**src/wsp_pkg.sv**
```systemverilog
// shared types and constants for the wheel speed period tachometer
// used by wsp_div and wheel_speed_period_tachometer; no dependencies
package wsp_pkg;

    localparam int WHEEL_COUNT_DEF = 4;
    localparam int CH_W            = 2;
    localparam int TS_W            = 16;
    localparam int NUM_W           = 32;
    localparam int RPM_W           = 16;

    localparam logic [NUM_W-1:0] RPM_NUM_RESET = 32'd60000;
    localparam logic [RPM_W-1:0] RPM_MAX       = 16'hffff;

    // divider result as seen by the sequencer
    typedef struct packed {
        logic             done;
        logic [RPM_W-1:0] quotient;
    } t_div_res;

endpackage

```
**src/wsp_div.sv**
```systemverilog
// restoring divider, one quotient bit per cycle, result saturated to 16 bits
// depends on wsp_pkg
module wsp_div import wsp_pkg::*; (
    input  logic             i_clk,
    input  logic             i_rst_n,
    input  logic             i_start,
    input  logic [NUM_W-1:0] i_dividend,
    input  logic [TS_W-1:0]  i_divisor,
    output t_div_res         o_res
);

    localparam int CNT_W = $clog2(NUM_W);

    logic [NUM_W-1:0] r_quo;
    logic [TS_W-1:0]  r_rem;
    logic [TS_W-1:0]  r_div;
    logic [CNT_W-1:0] r_cnt;
    logic             r_busy;
    logic             r_done;

    logic [TS_W:0]    trial;
    logic             ge;
    logic [TS_W:0]    diff;

    assign trial = {r_rem, r_quo[NUM_W-1]};
    assign ge    = (trial >= {1'b0, r_div});
    assign diff  = trial - {1'b0, r_div};

    always_ff @(posedge i_clk) begin
        if (!i_rst_n) begin
            r_busy <= 1'b0;
            r_done <= 1'b0;
            r_cnt  <= '0;
        end else begin
            r_done <= 1'b0;
            if (i_start) begin
                r_busy <= 1'b1;
                r_cnt  <= '0;
            end else if (r_busy) begin
                r_cnt <= r_cnt + 1'b1;
                if (r_cnt == CNT_W'(NUM_W - 1)) begin
                    r_busy <= 1'b0;
                    r_done <= 1'b1;
                end
            end
        end
    end

    always_ff @(posedge i_clk) begin
        if (i_start) begin
            r_quo <= i_dividend;
            r_rem <= '0;
            r_div <= i_divisor;
        end else if (r_busy) begin
            r_rem <= ge ? diff[TS_W-1:0] : trial[TS_W-1:0];
            r_quo <= {r_quo[NUM_W-2:0], ge};
        end
    end

    // any quotient bit above the low half means saturation
    assign o_res.done     = r_done;
    assign o_res.quotient = (|r_quo[NUM_W-1:RPM_W]) ? RPM_MAX : r_quo[RPM_W-1:0];

endmodule

```
**src/wheel_speed_period_tachometer.sv**
```systemverilog
// Wheel speed tachometer by period measurement. Each input item is one sensor
// edge: tuser carries the wheel channel, tdata the 16-bit timer count at the
// edge. The period is the difference to the channel's previous count modulo
// 2^16, and the output item gives rpm_numerator / period, zero for a zero
// period and saturated at 65535; the new count is stored either way. A channel
// at or beyond WHEEL_COUNT gives rpm 0 and leaves the stored counts alone. One
// item at a time: a nonzero period goes through the 32-step restoring divider,
// and the quotient is then registered; any other item goes straight to the
// output state. The output item can be taken in the same cycle it turns valid,
// and ready returns the cycle after that, so a new edge is accepted only after
// the previous output item has been taken.
// The numerator (reset 60000) is written through i_cfg_we / i_cfg_wdata and
// must only change while idle.
// depends on wsp_pkg and wsp_div
module wheel_speed_period_tachometer import wsp_pkg::*; #(
    parameter int WHEEL_COUNT = WHEEL_COUNT_DEF
) (
    input  logic             i_clk,
    input  logic             i_rst_n,
    input  logic             i_cfg_we,
    input  logic [NUM_W-1:0] i_cfg_wdata,
    input  logic             i_s_axis_tvalid,
    output logic             o_s_axis_tready,
    input  logic [15:0]      i_s_axis_tdata,   // [15:0] timestamp
    input  logic [1:0]       i_s_axis_tuser,   // [1:0] channel
    output logic             o_m_axis_tvalid,
    input  logic             i_m_axis_tready,
    output logic [15:0]      o_m_axis_tdata,   // [15:0] rpm
    output logic [1:0]       o_m_axis_tuser    // [1:0] wheel
);

    localparam int IDX_W = (WHEEL_COUNT > 1) ? $clog2(WHEEL_COUNT) : 1;

    typedef enum logic [2:0] {
        ST_IDLE = 3'b001,
        ST_DIV  = 3'b010,
        ST_OUT  = 3'b100
    } t_state;

    t_state           r_state, n_state;
    logic [NUM_W-1:0] r_num;
    logic [TS_W-1:0]  r_last [WHEEL_COUNT];
    logic [CH_W-1:0]  r_wheel;
    logic [RPM_W-1:0] r_rpm;

    logic             s_acc;
    logic             ch_ok;
    logic [IDX_W-1:0] idx;
    logic [TS_W-1:0]  period;
    logic             div_start;
    t_div_res         div_res;

    assign s_acc  = i_s_axis_tvalid && (r_state == ST_IDLE);
    assign ch_ok  = (32'(i_s_axis_tuser) < WHEEL_COUNT);
    assign idx    = IDX_W'(i_s_axis_tuser);
    assign period = i_s_axis_tdata - (ch_ok ? r_last[idx] : '0);
    assign div_start = s_acc && ch_ok && (period != '0);

    wsp_div u_div (
        .i_clk      (i_clk),
        .i_rst_n    (i_rst_n),
        .i_start    (div_start),
        .i_dividend (r_num),
        .i_divisor  (period),
        .o_res      (div_res)
    );

    always_comb begin
        n_state = r_state;
        case (r_state)
            ST_IDLE: begin
                if (s_acc) n_state = div_start ? ST_DIV : ST_OUT;
            end
            ST_DIV: begin
                if (div_res.done) n_state = ST_OUT;
            end
            ST_OUT: begin
                if (i_m_axis_tready) n_state = ST_IDLE;
            end
            default: n_state = ST_IDLE;
        endcase
    end

    always_ff @(posedge i_clk) begin
        if (!i_rst_n) begin
            r_state <= ST_IDLE;
            r_num   <= RPM_NUM_RESET;
            for (int i = 0; i < WHEEL_COUNT; i++) begin
                r_last[i] <= '0;
            end
        end else begin
            r_state <= n_state;
            if (i_cfg_we) r_num <= i_cfg_wdata;
            if (s_acc && ch_ok) r_last[idx] <= i_s_axis_tdata;
        end
    end

    always_ff @(posedge i_clk) begin
        if (s_acc) begin
            r_wheel <= i_s_axis_tuser;
            r_rpm   <= '0;
        end else if ((r_state == ST_DIV) && div_res.done) begin
            r_rpm <= div_res.quotient;
        end
    end

    assign o_s_axis_tready = (r_state == ST_IDLE);
    assign o_m_axis_tvalid = (r_state == ST_OUT);
    assign o_m_axis_tdata  = r_rpm;
    assign o_m_axis_tuser  = r_wheel;

endmodule

```
**config.mk**
```make
export PLATFORM = sky130hd
export DESIGN_NAME = wheel_speed_period_tachometer
export DESIGN_NICKNAME = d
export VERILOG_FILES = /design/src/wsp_pkg.sv /design/src/wsp_div.sv /design/src/wheel_speed_period_tachometer.sv
export SDC_FILE = /design/constraint.sdc
export NUM_CORES = 1
export LEC_CHECK = 0
export BUFFER_PORTS_ARGS = -buffer_cell sky130_fd_sc_hd__buf_2
export CORE_UTILIZATION = 35
export CTS_CLUSTER_DIAMETER = 80
export CTS_CLUSTER_SIZE = 28
export DETAILED_ROUTE_END_ITERATION = 10
export GPL_ROUTABILITY_DRIVEN = 0
export GPL_TIMING_DRIVEN = 0
export PLACE_DENSITY = 0.51
export SKIP_CTS_REPAIR_TIMING = 1
export SYNTH_ARGS = -nofsm -noshare
export SYNTH_HDL_FRONTEND = slang
export SYNTH_SLANG_ARGS = --single-unit
```
**constraint.sdc**
```tcl
create_clock -name i_clk -period 11.64 [get_ports i_clk]
set_input_delay 1.164 -clock i_clk [delete_from_list [all_inputs] [get_ports i_clk]]
set_output_delay 1.164 -clock i_clk [all_outputs]
set_load 0.03 [all_outputs]
```
==> results.sh, run 1 <==
export IMPL_synth_top_cell_area_share_pct=37.20
export IMPL_ios=75
export IMPL_num_fill_cells=2462
export IMPL_fin_util_pct=41.62
export IMPL_drt_first_pass_iters=5
export IMPL_yosysMostFrequentCell="edfxtp_1"
export IMPL_dp_hpwl_um=14830
export IMPL_cp_data_arrival_time_ps=6360
export IMPL_cts_buffers=17
export IMPL_synthTopCellsByCount="edfxtp_1 (114), dfxtp_1 (74), inv_1 (50)"
export IMPL_ys_flop_type="edfxtp_1"
export IMPL_cts_root_buf="clkbuf_16"
export IMPL_num_rows=58
export IMPL_grt_pass1_vias=6012
export IMPL_setup_tns_ps=0
export IMPL_die_area_sq_mm=0.02694
export IMPL_clock_path_buffers=2
export IMPL_setup_viol=0
export IMPL_finClkSkew_ps=20.81
export IMPL_fin_crit_ps=6358
export IMPL_area_delta_synth_final_pct=15.23
export IMPL_rr_worst_depth=13
export IMPL_power_density_mw_per_mm2=175.1
export IMPL_drt_antenna_violating_nets=0
export IMPL_drt_initial_drc_count=300
export IMPL_hold_violations=0
export IMPL_power_mw=1.856
export IMPL_path_max_fanout=32
export IMPL_synth_distinct_cells=60
export IMPL_slowest_stage="clkbuf_1"
export IMPL_grt_antenna_before_repair=0
export IMPL_rr_endpoint="u_div.r_quo[14]$_DFFE_PP_"
export IMPL_worst_pin_slew_ps=952.7
export IMPL_die_y_um=164.1
export IMPL_cts_tree="built"
export IMPL_dp_cells=1177
export IMPL_clock_latency_ps=440
export IMPL_synth_edf_count=114
export IMPL_cp_top_family="buffers and inverters"
export IMPL_path_buf_inv=6
export IMPL_startpoint_type="primary input"
export IMPL_grt_pass1_wl_um=33200
export IMPL_endpoint_kind="flop"
export IMPL_max_cap_violations=0
export IMPL_yosys_top_cells_area="edfxtp_1 (37%), dfxtp_1 (16%), ha_1 (4.6%), mux4_2 (3.9%), mux2i_1 (3.8%)"
export IMPL_routedWlPerCell_um=17.35
export IMPL_totalWireLength_um=20980
export IMPL_path_depth=17
export IMPL_port_buffers=72
export IMPL_h_tree_depth=4
export IMPL_post_drt_via_cell_ratio=4.972
export IMPL_max_stage_delay_ps=730
export IMPL_ys_ff_latch=188
export IMPL_cts_sinks=188
export IMPL_synth_top_area_cell="edfxtp_1"
export IMPL_drc_errors=0
export IMPL_async_flop_share_pct=0
export IMPL_grt_start_max_net_pins=33
export IMPL_crit_chain="buf_2 -> buf_1 -> clkbuf_1 -> mux4_2 -> ha_1 -> inv_1 -> fa_1 -> a21oi_1 -> o211ai_1 -> a21oi_1 -> o211a_1 -> nor4_1 -> nand4b_1 -> o31ai_4 -> buf_6 -> buf_6 -> nand2_2"
export IMPL_drive_gt1_share_pct=20.59
export IMPL_initial_core_util_pct=36.12
export IMPL_hold_path_class="reg2reg"
export IMPL_finalCritPeriodShare_pct=54.62
export IMPL_num_nets_final=957
export IMPL_syn_nets=865
export IMPL_crit_start="i_s_axis_tuser[0]"
export IMPL_synthesis_area_sq_mm=0.009201
export IMPL_diodes=0
export IMPL_die_x_um=164.1
export IMPL_synthCells=774
export IMPL_yosys_warnings=0
export IMPL_rrSetupSlack_ps=7180
export IMPL_vias=6011
export IMPL_drv_slew=0
export IMPL_p_leak_nw=4.299
export IMPL_rsz0062_at_grt="false"
export IMPL_crit_end="u_div.r_quo[14]$_DFFE_PP_"
export IMPL_path_clk_slew_ps=70
export IMPL_peakVddDrop_mv=0.07929
export IMPL_instances_no_fill=1209
export IMPL_gr_total_overflow=0
export IMPL_syn_area_per_cell_sq_um=11.89
export IMPL_crit_required_ps=11640
export IMPL_maxSlewHeadroom_pct=36.49
export IMPL_timing_rr_start="r_last[0][2]$_SDFFCE_PN0P_"
export IMPL_ys_seq_area_share_pct=53.30
export IMPL_maxClockFrequency_mhz=157.3
export IMPL_coreArea_sq_mm=0.02547
export IMPL_track_usage_pct=16.30
export IMPL_critPathKind="in2reg"
export IMPL_status="completed"
[report_power, final]
part | switching, mW | total [mW] | internal, mW | leakage (nW)
Combinational | 0.253 | 0.433 | 0.180 | 2.24
Sequential | 0.0359 | 0.823 | 0.787 | 1.76
Clock | 0.304 | 0.600 | 0.296 | 0.299
Total | 0.593 | 1.86 | 1.26 | 4.30
[sequential cells by signal, summed over array words and instances (netlist names), 2 cells and up]
register / cells
o_m_axis_tdata: 16
u_div.r_cnt: 5
u_div.r_div: 16
r_num: 32
u_div.r_rem: 16
o_m_axis_tuser: 2
r_last: 64
r_state: 3
u_div.r_quo: 32
[logic make-up after synthesis]
| group | share of synthesized area, % |
|---|---|
| simple gates | 13.65 |
| fa+ha+maj | 5.059 |
| xor+xnor | 1.904 |
| mux | 11.88 |
| flops | 53.30 |
| buf+inv | 3.780 |
| compound gates | 10.42 |
[metal layers]
layer	part of all wire (%)	vias to the layer above	global-route usage, %
met5	0	-	0
met4	0.71	0	4.082
met3	2.4	10	2.727
met2	48	87	26.41
met1	49	2877	22.53
li1	-	3037	-
[through the flow]
step / setup slack [ps] / hold WS [ps] / instance area, sq um
2_1_floorplan: 5820 / 424.4 / 9201
3_3_place_gp: 4220 / 450.1 / 9975
3_5_place_dp: 4670 / 459.9 / 9996
4_1_cts: 5123 / 479.2 / 10600
5_1_grt: 4781 / 509.7 / 10600
6_report: 5282 / 471.8 / 10600
[cell usage in the layout, fill, tap and decap left out, types with 7 or more instances in the layout]
master / count
dfxtp_1: 74
o221a_2: 16
a21oi_1: 27
and3_1: 22
xnor2_1: 13
mux4_2: 16
nor2b_1: 31
o21ai_0: 23
nor2_1: 30
and2_1: 48
inv_1: 50
a211oi_1: 17
nand2_1: 35
ha_1: 34
clkbuf_16: 17
nor4_1: 8
edfxtp_1: 114
mux2_2: 28
buf_2: 74
o21a_1: 8
mux2i_1: 35
clkbuf_1: 25
nand2b_1: 11
xor2_1: 7
nor3b_1: 7
nor3_1: 14
[tightest hold or removal path: cells and delay by family, from the launching register on]
| kind | cells | cell delay, ps |
|---|---|---|
| flip-flops | 1 | 330 |
| AND/OR/NAND/NOR | 1 | 60 |
| multiplexers | 1 | 60 |
[area by class of cell]
class	count	area [sq um]	share of cell area, %
Buffer	35	156.4	1.475
Clock buffer	17	425.4	4.012
Clock inverter	15	181.4	1.711
Inverter	51	191.4	1.806
Multi-Input combinational cell	500	3955	37.30
Sequential cell	188	4905	46.26
Tap cell	330	412.9	3.894
Timing Repair Buffer	73	375.4	3.540
[worst min-delay path by stage]
stage | slack, ps | endpoint | cells past startpoint | from
2_1_floorplan | 420 | r_state[1]$_SDFFE_PN0P_ | 1 | u_div.r_done$_SDFF_PP0_
3_3_place_gp | 450 | r_state[1]$_SDFFE_PN0P_ | 1 | u_div.r_done$_SDFF_PP0_
3_5_place_dp | 460 | r_num[13]$_SDFFE_PN1P_ | 2 | r_num[13]$_SDFFE_PN1P_
4_1_cts | 480 | r_num[14]$_SDFFE_PN1P_ | 2 | r_num[14]$_SDFFE_PN1P_
5_1_grt | 510 | r_num[14]$_SDFFE_PN1P_ | 2 | r_num[14]$_SDFFE_PN1P_
6_report | 470 | r_num[14]$_SDFFE_PN1P_ | 2 | r_num[14]$_SDFFE_PN1P_
(Power assumes the default switching activity.)
==> run 2: changes to the inputs <==
- ABC_AREA: unset -> 1
- PLACE_DENSITY: 0.51 -> 0.53
- clock period: 11.64 -> 5.4 ns (I/O delays scaled with it)
==> results.sh, run 2 <==
export IMPL_power_density_mw_per_mm2=454.3
export IMPL_cp_data_arrival_time_ps=4120
export IMPL_drive_gt1_share_pct=16.05
export IMPL_path_buf_inv=5
export IMPL_vias=7747
export IMPL_diodes=0
export IMPL_crit_required_ps=5390
export IMPL_drt_antenna_violating_nets=0
export IMPL_top_register="r_last"
export IMPL_coreArea_sq_mm=0.02771
export IMPL_die_x_um=169.7
export IMPL_p_leak_nw=5.018
export IMPL_synthesis_area_sq_mm=0.009838
export IMPL_h_tree_depth=4
export IMPL_rsz0062_at_grt="false"
export IMPL_clock_path_buffers=2
export IMPL_startpoint_type="primary input"
export IMPL_grt_pass1_vias=7411
export IMPL_path_clk_slew_ps=80
export IMPL_die_y_um=169.7
export IMPL_hold_violations=0
export IMPL_cts_root_buf="clkbuf_16"
export IMPL_synthCells=1157
export IMPL_max_cap_violations=0
export IMPL_ys_flop_type="edfxtp_1"
export IMPL_synthTopCellsByCount="nand2_1 (273), inv_1 (148), nor2_1 (141)"
export IMPL_largest_reg_flops=64
export IMPL_worst_pin_slew_ps=1360
export IMPL_gr_total_overflow=0
export IMPL_synth_top_cell_area_share_pct=34.80
export IMPL_max_stage_delay_ps=550
export IMPL_critPathKind="in2reg"
export IMPL_syn_area_per_cell_sq_um=8.503
export IMPL_path_max_fanout=32
export IMPL_wl_met3_um=1004
export IMPL_synth_edf_count=114
export IMPL_area_delta_synth_final_pct=15.27
export IMPL_peakVddDrop_mv=0.2088
export IMPL_crit_top_cell="nand2_1"
export IMPL_fin_util_pct=40.93
export IMPL_synth_distinct_cells=47
export IMPL_yosys_top_cells_area="edfxtp_1 (35%), dfxtp_1 (15%), nand2_1 (10%), inv_1 (5.6%), nor2_1 (5.4%)"
export IMPL_dp_hpwl_um=18220
export IMPL_grt_start_max_net_pins=33
export IMPL_grt_antenna_before_repair=0
export IMPL_ios=75
export IMPL_drt_first_pass_iters=5
export IMPL_totalWireLength_um=24640
export IMPL_hold_path_class="in2reg"
export IMPL_yosysMostFrequentCell="nand2_1"
export IMPL_maxClockFrequency_mhz=241.9
export IMPL_drc_errors=0
export IMPL_post_drt_via_cell_ratio=4.715
export IMPL_wl_met1_um=11700
export IMPL_finClkSkew_ps=27.43
export IMPL_num_nets_final=1343
export IMPL_cts_buffers=17
export IMPL_wl_met2_um=11610
export IMPL_routedWlPerCell_um=14.99
export IMPL_largestRegisters="r_last (64), r_num (32), u_div.r_quo (32)"
export IMPL_cts_tree="built"
export IMPL_finalCritPeriodShare_pct=76.56
export IMPL_top_layer="met4"
export IMPL_final_common_cell="nand2_1"
export IMPL_grt_pass1_wl_um=39220
export IMPL_ys_ff_latch=188
export IMPL_port_buffers=74
export IMPL_slowest_stage="clkbuf_1"
export IMPL_setup_viol=0
export IMPL_clock_latency_ps=450
export IMPL_initial_core_util_pct=35.51
export IMPL_cp_top_family="simple AND/OR/NAND/NOR gates"
export IMPL_synth_top_area_cell="edfxtp_1"
export IMPL_yosys_warnings=0
export IMPL_setup_tns_ps=0
export IMPL_async_flop_share_pct=0
export IMPL_num_rows=61
export IMPL_final_cell_mix="nand2_1 (272), inv_1 (148), nor2_1 (141), edfxtp_1 (114), buf_2 (76)"
export IMPL_crit_chain="buf_2 -> buf_4 -> inv_2 -> clkbuf_1 -> o21ai_0 -> o22ai_1 -> ha_1 -> inv_1 -> fa_1 -> nand2_1 -> nand3_1 -> nand3_1 -> nand2_1 -> nand2_1 -> nand3b_1 -> nand2_1 -> nand2_1 -> nor2_2 -> nand3_2 -> nand2_4 -> nand2_2"
export IMPL_drt_initial_drc_count=557
export IMPL_track_usage_pct=17.61
export IMPL_drv_slew=0
export IMPL_ys_seq_area_share_pct=49.85
export IMPL_maxSlewHeadroom_pct=8.525
export IMPL_status="completed"
export IMPL_syn_nets=1248
export IMPL_fin_hold_ws_ps=311.9
export IMPL_die_area_sq_mm=0.02878
export IMPL_cts_sinks=188
export IMPL_endpoint_kind="flop"
export IMPL_fin_crit_ps=4134
## run 2: cell families (layout without fill, tap and decap cells)
| kind of cell | after synthesis | count (layout) | share of synthesized area [%] |
|---|---|---|---|
| adder cells (fa/ha/maj) | 36 | 36 | 4.731 |
| AO/OA/AOI/OAI | 191 | 191 | 12.76 |
| buffers and inverters | 202 | 310 | 8.775 |
| AND/OR/NAND/NOR | 523 | 523 | 22.37 |
| flip-flops | 188 | 188 | 49.85 |
| XOR/XNOR | 17 | 17 | 1.513 |
## run 2: layout make-up
| class | count | area [sq um] |
|---|---|---|
| inverters | 156 | 590.6 |
| plain buffers | 46 | 272.8 |
| flip-flops and latches | 188 | 4905 |
| clock buffers | 17 | 425.4 |
| repair buffers | 76 | 400.4 |
| multi-input cells | 767 | 4090 |
| clock inverters | 15 | 183.9 |
| well taps | 378 | 473.0 |
| fillers | 2857 | 16360 |
## run 2: worst register-to-register path, delay by kind of cell (launching register included)
kind / cells / cell delay (ps)
AO/OA/AOI/OAI: 2 / 290
flip-flops: 1 / 320
adder cells (fa/ha/maj): 2 / 630
AND/OR/NAND/NOR: 12 / 1540
buffers and inverters: 1 / 70
## run 2: through the flow
stage	area, sq um	power (mW)	worst slack, ps	instances
6_report	11340	5.152	1266	1643
3_5_place_dp	10730	3.897	788.6	1611
4_1_cts	11340	5.194	1218	1643
2_1_floorplan	9838	3.417	1639	1157
3_3_place_gp	10680	3.883	374.2	1609
5_1_grt	11340	5.485	956.2	1643
## run 2: final timing paths
kind                            depth (start not counted)  slack (ps)                         to                        from
worst max register to register                         17        2100  u_div.r_quo[14]$_DFFE_PP_  r_last[1][0]$_SDFFCE_PN0P_
worst min register to register                          2         460     r_num[15]$_SDFFE_PN1P_      r_num[15]$_SDFFE_PN1P_
worst max-delay path                                   21        1270  u_div.r_quo[14]$_DFFE_PP_           i_s_axis_tuser[0]
worst min-delay path                                    3         310      r_num[6]$_SDFFE_PN1P_              i_cfg_wdata[6]
## run 2: layer usage
layer	GRT usage [%]	up-vias
met1	24.29	3599
met4	4.700	0
li1	-	3993
met3	2.635	18
met2	28.65	137
met5	0	-
## run 2: report_power, final
group,internal (mW),switching [mW]
combinational,0.633,1.20
clock,0.634,0.665
sequential,1.91,0.107
==> run 3: changes to the inputs <==
- clock period: 5.4 -> 3.55 ns (I/O delays scaled with it)
==> results.sh, run 3 (same netlist as run 2, synthesis figures left out) <==
export IMPL_peakVddDrop_mv=0.2639
export IMPL_grt_antenna_before_repair=0
export IMPL_clock_path_buffers=2
export IMPL_min_from="i_cfg_wdata[22]"
export IMPL_area_delta_synth_final_pct=15.49
export IMPL_critPathKind="in2reg"
export IMPL_fin_util_pct=41.01
export IMPL_gr_total_overflow=0
export IMPL_finalCritPeriodShare_pct=92.41
export IMPL_drv_slew=0
export IMPL_use_met3_pct=2.052
export IMPL_drc_errors=0
export IMPL_ios=75
export IMPL_drt_initial_drc_count=481
export IMPL_setup_ws_ps=269.5
export IMPL_h_tree_depth=4
export IMPL_largest_reg_flops=64
export IMPL_setup_tns_ps=0
export IMPL_vias=7766
export IMPL_diodes=0
export IMPL_maxSlewHeadroom_pct=12.45
export IMPL_top_register="r_last"
export IMPL_drt_first_pass_iters=5
export IMPL_dp_hpwl_um=18380
export IMPL_slowest_stage="clkbuf_1"
export IMPL_finClkSkew_ps=18.17
export IMPL_die_area_sq_mm=0.02878
export IMPL_hold_violations=0
export IMPL_cp_top_family="simple AND/OR/NAND/NOR gates"
export IMPL_track_usage_pct=17.88
export IMPL_num_nets_final=1343
export IMPL_crit_chain="buf_2 -> inv_1 -> clkbuf_1 -> a21oi_1 -> a32o_1 -> ha_1 -> nand2_2 -> nor2_2 -> and2_1 -> nand2_1 -> nand2_1 -> nand2_1 -> nand2_1 -> nand2_1 -> nor2_2 -> nand3_2 -> nand2_4 -> inv_6 -> buf_6 -> nand2_1 -> o21ai_2"
export IMPL_setup_viol=0
export IMPL_crit_required_ps=3750
export IMPL_crit_top_cell="nand2_1"
export IMPL_clock_latency_ps=440
export IMPL_endpoint_kind="flop"
export IMPL_timing_rr_start="r_last[1][0]$_SDFFCE_PN0P_"
export IMPL_worst_pin_slew_ps=1301
export IMPL_startpoint_type="primary input"
export IMPL_die_x_um=169.7
export IMPL_place_area_sq_mm=0.01073
export IMPL_grt_start_max_net_pins=33
export IMPL_drt_antenna_violating_nets=0
export IMPL_busiest_layer="met2"
export IMPL_maxClockFrequency_mhz=304.8
export IMPL_max_cap_violations=0
export IMPL_cts_root_buf="clkbuf_16"
export IMPL_fin_crit_ps=3281
export IMPL_routedWlPerCell_um=14.91
export IMPL_crit_start="i_s_axis_tuser[1]"
export IMPL_die_y_um=169.7
export IMPL_cp_data_arrival_time_ps=3480
export IMPL_final_common_cell="nand2_1"
export IMPL_coreArea_sq_mm=0.02771
export IMPL_cts_sinks=188
export IMPL_dp_slack_ps=-837.5
export IMPL_totalWireLength_um=24500
export IMPL_hold_path_class="in2reg"
export IMPL_final_cell_mix="nand2_1 (272), inv_1 (148), nor2_1 (141), edfxtp_1 (114), buf_2 (76)"
export IMPL_num_rows=61
export IMPL_cts_buffers=17
export IMPL_grt_pass1_wl_um=40050
export IMPL_drive_gt1_share_pct=16.60
export IMPL_use_met2_pct=29.86
export IMPL_path_buf_inv=5
export IMPL_power_density_mw_per_mm2=691.2
export IMPL_p_leak_nw=5.041
export IMPL_max_stage_delay_ps=480
export IMPL_largestRegisters="r_last (64), r_num (32), u_div.r_quo (32)"
export IMPL_post_drt_via_cell_ratio=4.727
export IMPL_cts_tree="built"
export IMPL_path_max_fanout=10
export IMPL_met1_usage_pct=24.35
export IMPL_status="completed"
export IMPL_port_buffers=74
export IMPL_grt_pass1_vias=7581
export IMPL_initial_core_util_pct=35.51
export IMPL_fin_area_sq_mm=0.01136
export IMPL_path_clk_slew_ps=90
==> run 3: metal layers <==
layer / part of all wire (%) / wire, um / up-vias
met1: 48 / 11790 / 3625
met3: 2.7 / 653 / 25
met2: 48 / 11770 / 114
li1: - / - / 4002
met4: 1.1 / 280 / 0
met5: 0 / 0 / -
==> run 3: worst paths after layout <==
| kind | depth (start not counted) | slack (ps) | endpoint |
|---|---|---|---|
| worst max-delay path | 21 | 270 | u_div.r_quo[7]$_DFFE_PP_ |
| worst max register to register | 16 | 570 | u_div.r_quo[7]$_DFFE_PP_ |
| worst min-delay path | 3 | 130 | r_num[22]$_SDFFE_PN0P_ |
| worst min register to register | 2 | 460 | r_num[15]$_SDFFE_PN1P_ |
==> run 3: where the power goes <==
group | internal (mW) | switching [mW] | leakage (nW) | total (mW)
Combinational | 0.970 | 1.84 | 2.99 | 2.81
Clock | 0.967 | 0.997 | 0.296 | 1.96
Sequential | 2.90 | 0.172 | 1.75 | 3.08
==> run 3: worst reg2reg max path, delay by kind of cell, from the launching register on <==
kind / cells / cell delay (ps)
simple gates: 7 / 930
compound gates: 3 / 300
buf+inv: 3 / 310
xor+xnor: 1 / 260
fa+ha+maj: 2 / 610
flops: 1 / 330
==> run 3: cell type report <==
class	count	area, sq um
buffer	46	284.0
clock buffer	17	425.4
clock inverter	15	183.9
fill	2858	16340
inverter	156	590.6
multi-input combinational	767	4104
sequential	188	4905
tap	378	473.0
timing repair buffer	76	396.6
==> run 3: metrics by stage <==
stage	power (mW)	hold WS, ps	cells
2_1_floorplan	5.197	429.2	1157
3_3_place_gp	5.899	440.6	1609
3_5_place_dp	5.925	443.4	1611
4_1_cts	7.910	115.9	1643
5_1_grt	8.390	124.6	1643
6_report	7.853	131.9	1643
